===== src/hdl/mau_pkg.sv =====
package mau_pkg;

  localparam int MOD_W  = 31;
  localparam int OPND_W = 63;
  localparam int OP_W   = 3;
  localparam int CNT_W  = $clog2(OPND_W);

  localparam logic [MOD_W-1:0] RESET_MODULUS = MOD_W'(1000000007);

  // start value of the down counter for a reduction pass and for a multiply pass
  localparam logic [CNT_W-1:0] LAST_RED = CNT_W'(OPND_W - 1);
  localparam logic [CNT_W-1:0] LAST_MUL = CNT_W'(MOD_W - 1);

  localparam logic [OP_W-1:0] OP_ADD = 3'd0;
  localparam logic [OP_W-1:0] OP_SUB = 3'd1;
  localparam logic [OP_W-1:0] OP_MUL = 3'd2;
  localparam logic [OP_W-1:0] OP_POW = 3'd3;
  localparam logic [OP_W-1:0] OP_INV = 3'd4;

endpackage


===== src/hdl/mau_step.sv =====
// one modular step: ((dbl ? 2r : r) mod m + addend) mod m, with r < m, addend <= m
module mau_step (
  input  logic [mau_pkg::MOD_W-1:0] r,
  input  logic [mau_pkg::MOD_W-1:0] addend,
  input  logic [mau_pkg::MOD_W-1:0] modulus,
  input  logic                      dbl,
  output logic [mau_pkg::MOD_W-1:0] res
);
  import mau_pkg::*;

  logic [MOD_W:0]   t;
  logic [MOD_W:0]   m_ext;
  logic [MOD_W-1:0] t_red;
  logic [MOD_W:0]   s;

  assign m_ext = {1'b0, modulus};
  assign t     = dbl ? {r, 1'b0} : {1'b0, r};

  always_comb begin
    if (t >= m_ext) begin
      t_red = MOD_W'(t - m_ext);
    end else begin
      t_red = t[MOD_W-1:0];
    end
  end

  assign s = {1'b0, t_red} + {1'b0, addend};

  always_comb begin
    if (s >= m_ext) begin
      res = MOD_W'(s - m_ext);
    end else begin
      res = s[MOD_W-1:0];
    end
  end

endmodule


===== src/hdl/modular_arithmetic_unit.sv =====
// from request accept to out_valid rising: add/subtract reduce a and b, then add; multiply
// reduces a and b, then multiplies; power squares per exponent bit up to the top set one and
// multiplies per set bit, as does inverse; a reserved code or modulus below 2 goes to S_FIN
// one request at a time, in_ready back in the same cycle that out_valid rises; every step goes
// through the shared mau_step unit, one operand bit per cycle
// reset: modulus returns to 1000000007, any request in flight is dropped
module modular_arithmetic_unit (
  input  logic                       clk,
  input  logic                       rst_n,
  input  logic                       cfg_valid,
  output logic                       cfg_ready,
  input  logic [mau_pkg::MOD_W-1:0]  cfg_data,
  input  logic                       in_valid,
  output logic                       in_ready,
  input  logic [mau_pkg::OP_W-1:0]   in_operation,
  input  logic [mau_pkg::OPND_W-1:0] in_operand_a,
  input  logic [mau_pkg::OPND_W-1:0] in_operand_b,
  output logic                       out_valid,
  input  logic                       out_ready,
  output logic [mau_pkg::MOD_W-1:0]  out_result
);
  import mau_pkg::*;

  typedef enum logic [3:0] {
    S_IDLE, S_RED_A, S_RED_B, S_ADD, S_MUL, S_POW, S_PMUL, S_PSQR, S_FIN
  } state_t;

  localparam int PAD_W = OPND_W - MOD_W;

  state_t             state_r, state_nxt;
  logic [MOD_W-1:0]   modulus_r, modulus_nxt;
  logic               out_valid_r, out_valid_nxt;
  logic [MOD_W-1:0]   out_result_r, out_result_nxt;
  logic [OP_W-1:0]    op_r, op_nxt;
  logic [OPND_W-1:0]  a_r, a_nxt;
  logic [OPND_W-1:0]  b_r, b_nxt;
  logic [OPND_W-1:0]  sh_r, sh_nxt;
  logic [OPND_W-1:0]  exp_r, exp_nxt;
  logic [MOD_W-1:0]   w_r, w_nxt;
  logic [MOD_W-1:0]   mx_r, mx_nxt;
  logic [MOD_W-1:0]   ar_r, ar_nxt;
  logic [MOD_W-1:0]   br_r, br_nxt;
  logic [MOD_W-1:0]   acc_r, acc_nxt;
  logic [MOD_W-1:0]   base_r, base_nxt;
  logic [MOD_W-1:0]   res_r, res_nxt;
  logic [CNT_W-1:0]   cnt_r, cnt_nxt;

  logic [MOD_W-1:0]   unit_r;
  logic [MOD_W-1:0]   unit_add;
  logic               unit_dbl;
  logic [MOD_W-1:0]   unit_out;
  logic [MOD_W-1:0]   sub_add;
  logic [OPND_W-1:0]  exp_init;
  logic [MOD_W-1:0]   one;

  assign one       = {{(MOD_W-1){1'b0}}, 1'b1};
  assign cfg_ready = 1'b1;
  assign in_ready  = (state_r == S_IDLE);
  assign out_valid = out_valid_r;
  assign out_result = out_result_r;

  // m - br is m itself when br is zero, so feed zero there
  assign sub_add  = (br_r == '0) ? '0 : modulus_r - br_r;
  assign exp_init = (op_r == OP_POW) ? b_r
                                     : {{PAD_W{1'b0}}, modulus_r - MOD_W'(2)};

  always_comb begin
    unit_r   = w_r;
    unit_dbl = 1'b1;
    unit_add = '0;
    unique case (state_r) inside
      S_ADD: begin
        unit_r   = ar_r;
        unit_dbl = 1'b0;
        unit_add = (op_r == OP_SUB) ? sub_add : br_r;
      end
      S_RED_A, S_RED_B: begin
        unit_add = {{(MOD_W-1){1'b0}}, sh_r[OPND_W-1]};
      end
      S_MUL, S_PMUL, S_PSQR: begin
        unit_add = sh_r[OPND_W-1] ? mx_r : '0;
      end
      default: begin
        unit_add = '0;
      end
    endcase
  end

  mau_step u_step (
    .r       (unit_r),
    .addend  (unit_add),
    .modulus (modulus_r),
    .dbl     (unit_dbl),
    .res     (unit_out)
  );

  always_comb begin
    state_nxt      = state_r;
    modulus_nxt    = modulus_r;
    out_valid_nxt  = out_valid_r;
    out_result_nxt = out_result_r;
    op_nxt   = op_r;
    a_nxt    = a_r;
    b_nxt    = b_r;
    sh_nxt   = sh_r;
    exp_nxt  = exp_r;
    w_nxt    = w_r;
    mx_nxt   = mx_r;
    ar_nxt   = ar_r;
    br_nxt   = br_r;
    acc_nxt  = acc_r;
    base_nxt = base_r;
    res_nxt  = res_r;
    cnt_nxt  = cnt_r;

    if (cfg_valid && cfg_ready) begin
      modulus_nxt = cfg_data;
    end
    if (out_valid_r && out_ready) begin
      out_valid_nxt = 1'b0;
    end

    unique case (state_r)
      S_IDLE: begin
        if (in_valid) begin
          op_nxt = in_operation;
          a_nxt  = in_operand_a;
          b_nxt  = in_operand_b;
          if (modulus_r < MOD_W'(2) || in_operation > OP_INV) begin
            res_nxt   = '0;
            state_nxt = S_FIN;
          end else begin
            w_nxt     = '0;
            sh_nxt    = in_operand_a;
            cnt_nxt   = LAST_RED;
            state_nxt = S_RED_A;
          end
        end
      end
      S_RED_A: begin
        w_nxt   = unit_out;
        sh_nxt  = sh_r << 1;
        cnt_nxt = cnt_r - 1'b1;
        if (cnt_r == '0) begin
          ar_nxt = unit_out;
          if (op_r == OP_POW || op_r == OP_INV) begin
            exp_nxt  = exp_init;
            acc_nxt  = one;
            base_nxt = unit_out;
            // zero to the zero is tested on the raw base
            if (a_r == '0 && exp_init == '0) begin
              res_nxt   = '0;
              state_nxt = S_FIN;
            end else begin
              state_nxt = S_POW;
            end
          end else begin
            w_nxt     = '0;
            sh_nxt    = b_r;
            cnt_nxt   = LAST_RED;
            state_nxt = S_RED_B;
          end
        end
      end
      S_RED_B: begin
        w_nxt   = unit_out;
        sh_nxt  = sh_r << 1;
        cnt_nxt = cnt_r - 1'b1;
        if (cnt_r == '0) begin
          br_nxt = unit_out;
          if (op_r == OP_MUL) begin
            w_nxt     = '0;
            mx_nxt    = ar_r;
            sh_nxt    = {unit_out, {PAD_W{1'b0}}};
            cnt_nxt   = LAST_MUL;
            state_nxt = S_MUL;
          end else begin
            state_nxt = S_ADD;
          end
        end
      end
      S_ADD: begin
        res_nxt   = unit_out;
        state_nxt = S_FIN;
      end
      S_MUL: begin
        w_nxt   = unit_out;
        sh_nxt  = sh_r << 1;
        cnt_nxt = cnt_r - 1'b1;
        if (cnt_r == '0) begin
          res_nxt   = unit_out;
          state_nxt = S_FIN;
        end
      end
      S_POW: begin
        if (exp_r == '0) begin
          res_nxt   = acc_r;
          state_nxt = S_FIN;
        end else begin
          w_nxt   = '0;
          cnt_nxt = LAST_MUL;
          sh_nxt  = {base_r, {PAD_W{1'b0}}};
          if (exp_r[0]) begin
            mx_nxt    = acc_r;
            state_nxt = S_PMUL;
          end else begin
            mx_nxt    = base_r;
            state_nxt = S_PSQR;
          end
        end
      end
      S_PMUL: begin
        w_nxt   = unit_out;
        sh_nxt  = sh_r << 1;
        cnt_nxt = cnt_r - 1'b1;
        if (cnt_r == '0) begin
          acc_nxt   = unit_out;
          w_nxt     = '0;
          mx_nxt    = base_r;
          sh_nxt    = {base_r, {PAD_W{1'b0}}};
          cnt_nxt   = LAST_MUL;
          state_nxt = S_PSQR;
        end
      end
      S_PSQR: begin
        w_nxt   = unit_out;
        sh_nxt  = sh_r << 1;
        cnt_nxt = cnt_r - 1'b1;
        if (cnt_r == '0) begin
          base_nxt  = unit_out;
          exp_nxt   = exp_r >> 1;
          state_nxt = S_POW;
        end
      end
      S_FIN: begin
        if (!out_valid_r || out_ready) begin
          out_valid_nxt  = 1'b1;
          out_result_nxt = res_r;
          state_nxt      = S_IDLE;
        end
      end
      default: begin
        state_nxt = S_IDLE;
      end
    endcase
  end

  always_ff @(posedge clk) begin
    out_result_r <= out_result_nxt;
    op_r   <= op_nxt;
    a_r    <= a_nxt;
    b_r    <= b_nxt;
    sh_r   <= sh_nxt;
    exp_r  <= exp_nxt;
    w_r    <= w_nxt;
    mx_r   <= mx_nxt;
    ar_r   <= ar_nxt;
    br_r   <= br_nxt;
    acc_r  <= acc_nxt;
    base_r <= base_nxt;
    res_r  <= res_nxt;
    cnt_r  <= cnt_nxt;
    if (!rst_n) begin
      state_r     <= S_IDLE;
      modulus_r   <= RESET_MODULUS;
      out_valid_r <= 1'b0;
    end else begin
      state_r     <= state_nxt;
      modulus_r   <= modulus_nxt;
      out_valid_r <= out_valid_nxt;
    end
  end

endmodule


===== config.mk =====
export PLATFORM = sky130hd
export DESIGN_NAME = modular_arithmetic_unit
export DESIGN_NICKNAME = d
export VERILOG_FILES = /design/src/hdl/mau_pkg.sv /design/src/hdl/mau_step.sv /design/src/hdl/modular_arithmetic_unit.sv
export SDC_FILE = /design/constraint.sdc
export NUM_CORES = 1
export LEC_CHECK = 0
export BUFFER_PORTS_ARGS = -buffer_cell sky130_fd_sc_hd__buf_2
export CORE_ASPECT_RATIO = 1.4
export CORE_MARGIN = 2
export CORE_UTILIZATION = 45
export DETAILED_ROUTE_END_ITERATION = 12
export PLACE_DENSITY_LB_ADDON = 0.12
export SLEW_MARGIN = 20
export SYNTH_ARGS = -nofsm -noshare
export SYNTH_HDL_FRONTEND = slang
export SYNTH_SLANG_ARGS = --single-unit

===== constraint.sdc =====
create_clock -name clk -period 15.6 [get_ports clk]
set_input_delay 3.9 -clock clk [delete_from_list [all_inputs] [get_ports clk]]
set_output_delay 3.9 -clock clk [all_outputs]
set_load 0.1 [all_outputs]

==> flow_summary.toml, run 1 <==
[critical_path]
rrSetupSlack_ns = 3.71
crit_family = "compound AO/OA/AOI/OAI gates"
crit_start = "state_r[3]"
worst_r2r_path_depth = 37
crit_required_ns = 15.90
endpoint = "br_r[29]"
crit_path_max_fanout = 48
slowest_delay_ns = 0.95
cp-end-kind = "flip-flop"
critPathArrivalTime_ns = 12.19
slowest_stage = "o21ai_0"
reg2reg_to = "br_r[29]"
critical_path_buf_inv_count = 4
cp_num_cells = 37
timing.rr.start = "state_r[3]"
crit_path_start_kind = "flip-flop"
worstSetupPathType = "flip-flop to flip-flop"
crit_path_frequent_cell = "a21o_1"

[timing]
finalSetupViolCount = 0
rsz0062_at_grt = "no"
hold_slack_ns = 0.417
post-route-period-util_pct = 76.2
finalCriticalPeriod_ns = 11.89
fin_skew_ns = 0.0334
drv_slew = 0
fin_tns_setup_ns = 0
max_slew_margin_pct = 12.8
fmax_mhz = 84.1
tightest_slew_ns = 1.30
worst_slack_ns = 3.71
hold_viol = 0

[global_route]
grt-ovfl-total = 0
grt_antenna_before_repair = 3
grt_pass1_wl_um = 171000
first_global_vias = 24400
grt_usage_pct = 35.0
grt_start_max_net_pins = 76

[clock_tree]
clk_pin_slew_ns = 0.06
cts_inserted_buffers = 53
cts_tree = "done"
htree_num_levels = 2
cts.path.max_buffers = 3
cts_setup_buffers = 0
clock-root-buffer = "clkbuf_16"
clock_latency_ns = 0.65
cts_sinks = 545
cts_hold_buf = 0
ctsResizeCount = 0

[place]
dp_hpwl_um = 94800
routabilityCongestion = 0.999
dp_slack_ns = 3.78
numPortBuffers = 197

[detailed_routing]
highest_layer = "met5"
viasPerCell = 6.27
drtIter0Drc = 2715
met3_length_um = 8040
drc = 0
first_pass_iters = 10
route.met2.wl_um = 61600
wl_per_cell_um = 31.0
drt-met1-wl_um = 40800
vias = 24600
postRouteAntennaNets = 0
wl_um = 122000

[min_path]
hold_class = "flip-flop to flip-flop"

[floorplanning]
io_pins = 199
die_area_um2 = 68600
initial_core_util_pct = 45.5
core_region_area_um2 = 65700
die_h_um = 309
die_x_um = 222
fp-row-count = 111

[synth]
synth.ff_latch_count = 545
syn-instance-count = 2868
synthFlopType = "edfxtp_1"
synth_mux_area_share_pct = 2.49
ys_seq_area_share_pct = 53.5
syn_area_per_cell_um2 = 10.4
synth_top_family_by_area = "compound AO/OA/AOI/OAI gates"
synthesis.nets = 3162
synth_compound_area_share_pct = 16.1
synth_xor_xnor_area_share_pct = 3.84
synth_simple_gate_area_share_pct = 14.7
synthAdderAreaFrac_pct = 5.50
synth_area_leaders = "edfxtp_1, nand2_1, ha_1"
ys_types = 78
synth_area_um2 = 29900
synth_edf_count = 509
synth_top_cell_by_area = "edfxtp_1"
yosysWarnings = 0
ys_async_sr_fraction_pct = 0
yosys.area.top_type_share_pct = 51.1

[layout]
layout_commonest_cell = "edfxtp_1"
area_growth_pct = 12.7
drive_above_1_share_pct = 12.5
nNetsFinal = 3321
final_cell_mix = "edfxtp_1, nand2_1, o21ai_0"
post-route-util_pct = 51.3
antenna_cells = 0

[run]
maxCapViolations = 0

[pwr]
irDropWorstVdd_mv = 0.228
power_density_nw_per_um2 = 277
power_leakage_nw = 13.0

[status]
status = "finished, final reports clean"
[stage by stage]
step	power [mW]	cell area (µm²)	cells
global route	9.74	33700	3918
CTS	9.23	33700	3917
global placement	7.82	31900	3818
detailed placement	7.85	31900	3818
finish	9.33	33700	3918
floorplan	5.93	29900	2868
[worst min path at each step]
stage,slack (ns),end,from,cells past startpoint
finish,0.42,out_result[18],res_r[18],0
floorplan,0.40,out_result[0],res_r[0],0
detailed placement,0.41,out_result[29],res_r[29],0
CTS,0.42,out_result[29],res_r[29],0
global route,0.42,out_result[16],res_r[16],0
global placement,0.41,out_result[20],res_r[20],0
[where the power goes]
group	internal, mW	leakage (nW)	switching, mW
combinational	1.58	7.15	3.83
clock	0.778	0.875	0.585
sequential	2.37	5.00	0.196
total	4.72	13.0	4.61
[synthesized netlist by cell type (6+ instances only)]
library cell / instances
nor2b_1: 33
or2_2: 7
edfxtp_1: 509
xnor2_1: 91
mux2i_1: 55
nand2b_1: 18
buf_1: 9
nor3b_1: 6
nand3_1: 69
a22oi_1: 32
ha_1: 125
a21o_1: 47
a221o_1: 12
a222oi_1: 36
o31a_1: 6
o21a_1: 49
o221ai_1: 6
or4_1: 8
nor4_1: 66
clkbuf_1: 117
a31oi_1: 19
and4_1: 6
a21boi_0: 6
mux2_2: 16
dfxtp_1: 36
nand4_1: 30
a221oi_1: 22
o31ai_1: 11
nor3_1: 35
and3_1: 17
xor2_1: 40
inv_1: 171
and2_1: 10
o211ai_1: 25
a32oi_1: 27
a211oi_1: 27
o21ai_0: 204
nor2_1: 197
o21bai_1: 17
a21oi_1: 140
nand2_1: 435
[routing by layer]
layer	vias to the layer above	track usage [%]
li1	11000	-
met1	12000	37.0
met2	1291	62.6
met3	325	5.40
met4	2	27.5
met5	-	0
[cells by family after synthesis]
family                   Yosys count
adder cells (fa/ha/maj)          129
multiplexers                      72
flip-flops                       545
AND/OR/NAND/NOR                  958
AO/OA/AOI/OAI                    727
buffers and inverters            305
XOR/XNOR                         131
other                              1
[registers in the layout, indices dropped and copies added, names as in the netlist, 63 cells and up]
name / count
sh_r: 63
exp_r: 63
b_r: 63
a_r: 63
[final cells by class]
| cell class | count | area [µm²] |
|---|---|---|
| Clock buffer | 62 | 1360 |
| Clock inverter | 37 | 465 |
| Fill cell | 5957 | 32000 |
| Inverter | 171 | 642 |
| Multi-Input combinational cell | 2018 | 12900 |
| Sequential cell | 545 | 16000 |
| Tap cell | 847 | 1060 |
| Timing Repair Buffer | 238 | 1290 |
Note: power is estimated with default switching activity, not from simulation.
==> run 2, diff against run 1 <==
==> constraint.sdc (replaced) <==
create_clock -name clk -period 10.61 [get_ports clk]
set_input_delay 2.6525 -clock clk [delete_from_list [all_inputs] [get_ports clk]]
set_output_delay 2.6525 -clock clk [all_outputs]
set_load 0.1 [all_outputs]
==> run 2 against run 1 <==
Via count up 0.41%. Die area is the same. Critical path depth fell by 1. Combinational power is 51% higher. Non-clock buffer count increased by 40. Clock skew increased by 0.016 ns. Global-route usage grew 0.52 points. Wire length is 1.7% higher. Largest cell class unchanged.
==> flow_summary.toml, run 2 (synthesis results as in run 1) <==
[timing]
fmax_mhz = 99.5
drv_slew = 0
rsz0062_at_grt = "no"
finalSetupViolCount = 0
finalCriticalPeriod_ns = 10.05
fin_tns_setup_ns = 0
max_slew_margin_pct = 13.8
hold_viol = 0
tightest_slew_ns = 1.28
fin_skew_ns = 0.0499
hold_slack_ns = 0.419
worst_slack_ns = 0.560
post-route-period-util_pct = 94.7

[clock_tree]
cts.path.max_buffers = 3
cts_tree = "done"
cts_hold_buf = 0
clk_pin_slew_ns = 0.07
clock_latency_ns = 0.67
cts_inserted_buffers = 54
clock-root-buffer = "clkbuf_16"
cts_sinks = 545
htree_num_levels = 2

[floorplanning]
core_region_area_um2 = 65700
die_x_um = 222
die_area_um2 = 68600
fp-row-count = 111
io_pins = 199
initial_core_util_pct = 45.5
die_h_um = 309

[global_route]
grt_pass1_wl_um = 173000
grt_antenna_before_repair = 1
grt_usage_pct = 35.5
grt-ovfl-total = 0
first_global_vias = 24600
grt_start_max_net_pins = 76

[critical_path]
crit_path_max_fanout = 30
worstSetupPathType = "flip-flop to flip-flop"
crit_path_frequent_cell = "a21oi_1"
slowest_stage = "a211oi_1"
crit_start = "state_r[2]"
slowest_delay_ns = 0.70
critical_path_buf_inv_count = 3
crit_path_start_kind = "flip-flop"
timing.rr.start = "state_r[2]"
crit_family = "compound AO/OA/AOI/OAI gates"
worst_r2r_path_depth = 36
cp_num_cells = 36
critPathArrivalTime_ns = 10.46
crit_required_ns = 11.02
cp-end-kind = "flip-flop"

[detailed_routing]
first_pass_iters = 7
viasPerCell = 6.24
drc = 0
postRouteAntennaNets = 0
wl_per_cell_um = 31.3
vias = 24700
drtIter0Drc = 2654
wl_um = 124000

[place]
routabilityCongestion = 1.00
numPortBuffers = 197
dp_slack_ns = 0.241
dp_hpwl_um = 95500

[layout]
final_cell_mix = "edfxtp_1, nand2_1, o21ai_0"
layout_commonest_cell = "edfxtp_1"
regArea_um2 = 16000
drive_above_1_share_pct = 13.7
post-route-util_pct = 51.6
multi_input_area_um2 = 12900
area_growth_pct = 13.4
fillerInstances = 6004
nNetsFinal = 3363
antenna_cells = 0

[run]
maxCapViolations = 0

[pwr]
p_clk_share_pct = 13.8
switching_share_pct = 48.2
p_seq_share_pct = 27.0
combPwrFrac_pct = 59.2
irDropWorstVdd_mv = 0.226
power_density_nw_per_um2 = 406
intPower_mw = 7.14
total_power_mw = 13.8
power_leakage_nw = 13.2
p_sw_mw = 6.63

[min_path]
hp-start = "res_r[25]"
hold_class = "flip-flop to flip-flop"
hold_path_depth = 0

[status]
status = "finished, final reports clean"
run 2: cell types whose count changed in the layout (fill, tap and decap cells not counted), sizes merged:
| cell | change |
|---|---|
| clkbuf | +4 |
| bufinv | -7 |
| clkinv | -3 |
| a211oi | +1 |
| inv | +4 |
| clkinvlp | -2 |
| buf | +41 |
run 2: timing repair:
item / 4_1_cts / 5_1_grt
buffers inserted: 0 / 7
endpoints found under the setup margin: 0 / 210
resized for setup: 0 / 3
run 2: power by group through the flow:
stage	clock, mW	sequential [mW]	combinational (mW)
floorplan	0	3.88	4.83
finish	1.90	3.72	8.15
global placement	0	3.75	7.89
detailed placement	0	3.76	7.93
global route	1.98	3.75	8.70
CTS	1.91	3.72	7.97
run 2: cell type report:
class	count	area share, %
tap	847	3.12
clock buffer	67	4.19
clock inverter	29	0.800
sequential	545	47.2
multi-input combinational	2019	38.0
timing repair buffer	278	4.77
inverter	171	1.89
run 2: through the flow:
stage,instance area [µm²],instances
floorplan,29900,2868
global route,33900,3956
finish,33900,3956
global placement,32200,3852
CTS,33800,3948
detailed placement,32200,3852
run 2: layer usage:
metal / GRT usage, % / wire length, µm / vias up
li1: - / - / 11100
met4: 29.8 / 11900 / 0
met3: 5.06 / 8520 / 284
met5: 0 / 0 / -
met1: 38.5 / 42000 / 12100
met2: 61.9 / 61200 / 1258
run 2: worst register-to-register path: cells and delay by family (launching register included):
family | cells | cell delay (ns)
buffers and inverters | 3 | 0.79
multiplexers | 1 | 0.47
AND/OR/NAND/NOR | 9 | 1.72
flip-flops | 1 | 0.31
adder cells (fa/ha/maj) | 4 | 1.43
XOR/XNOR | 1 | 0.24
AO/OA/AOI/OAI | 18 | 4.88
run 2: worst paths after layout:
check / endpoint / slack (ns)
worst max-delay path: sh_r[56] / 0.56
worst min-delay path: out_result[25] / 0.42
worst max register to register: sh_r[56] / 0.56
worst min register to register: out_result[25] / 0.42
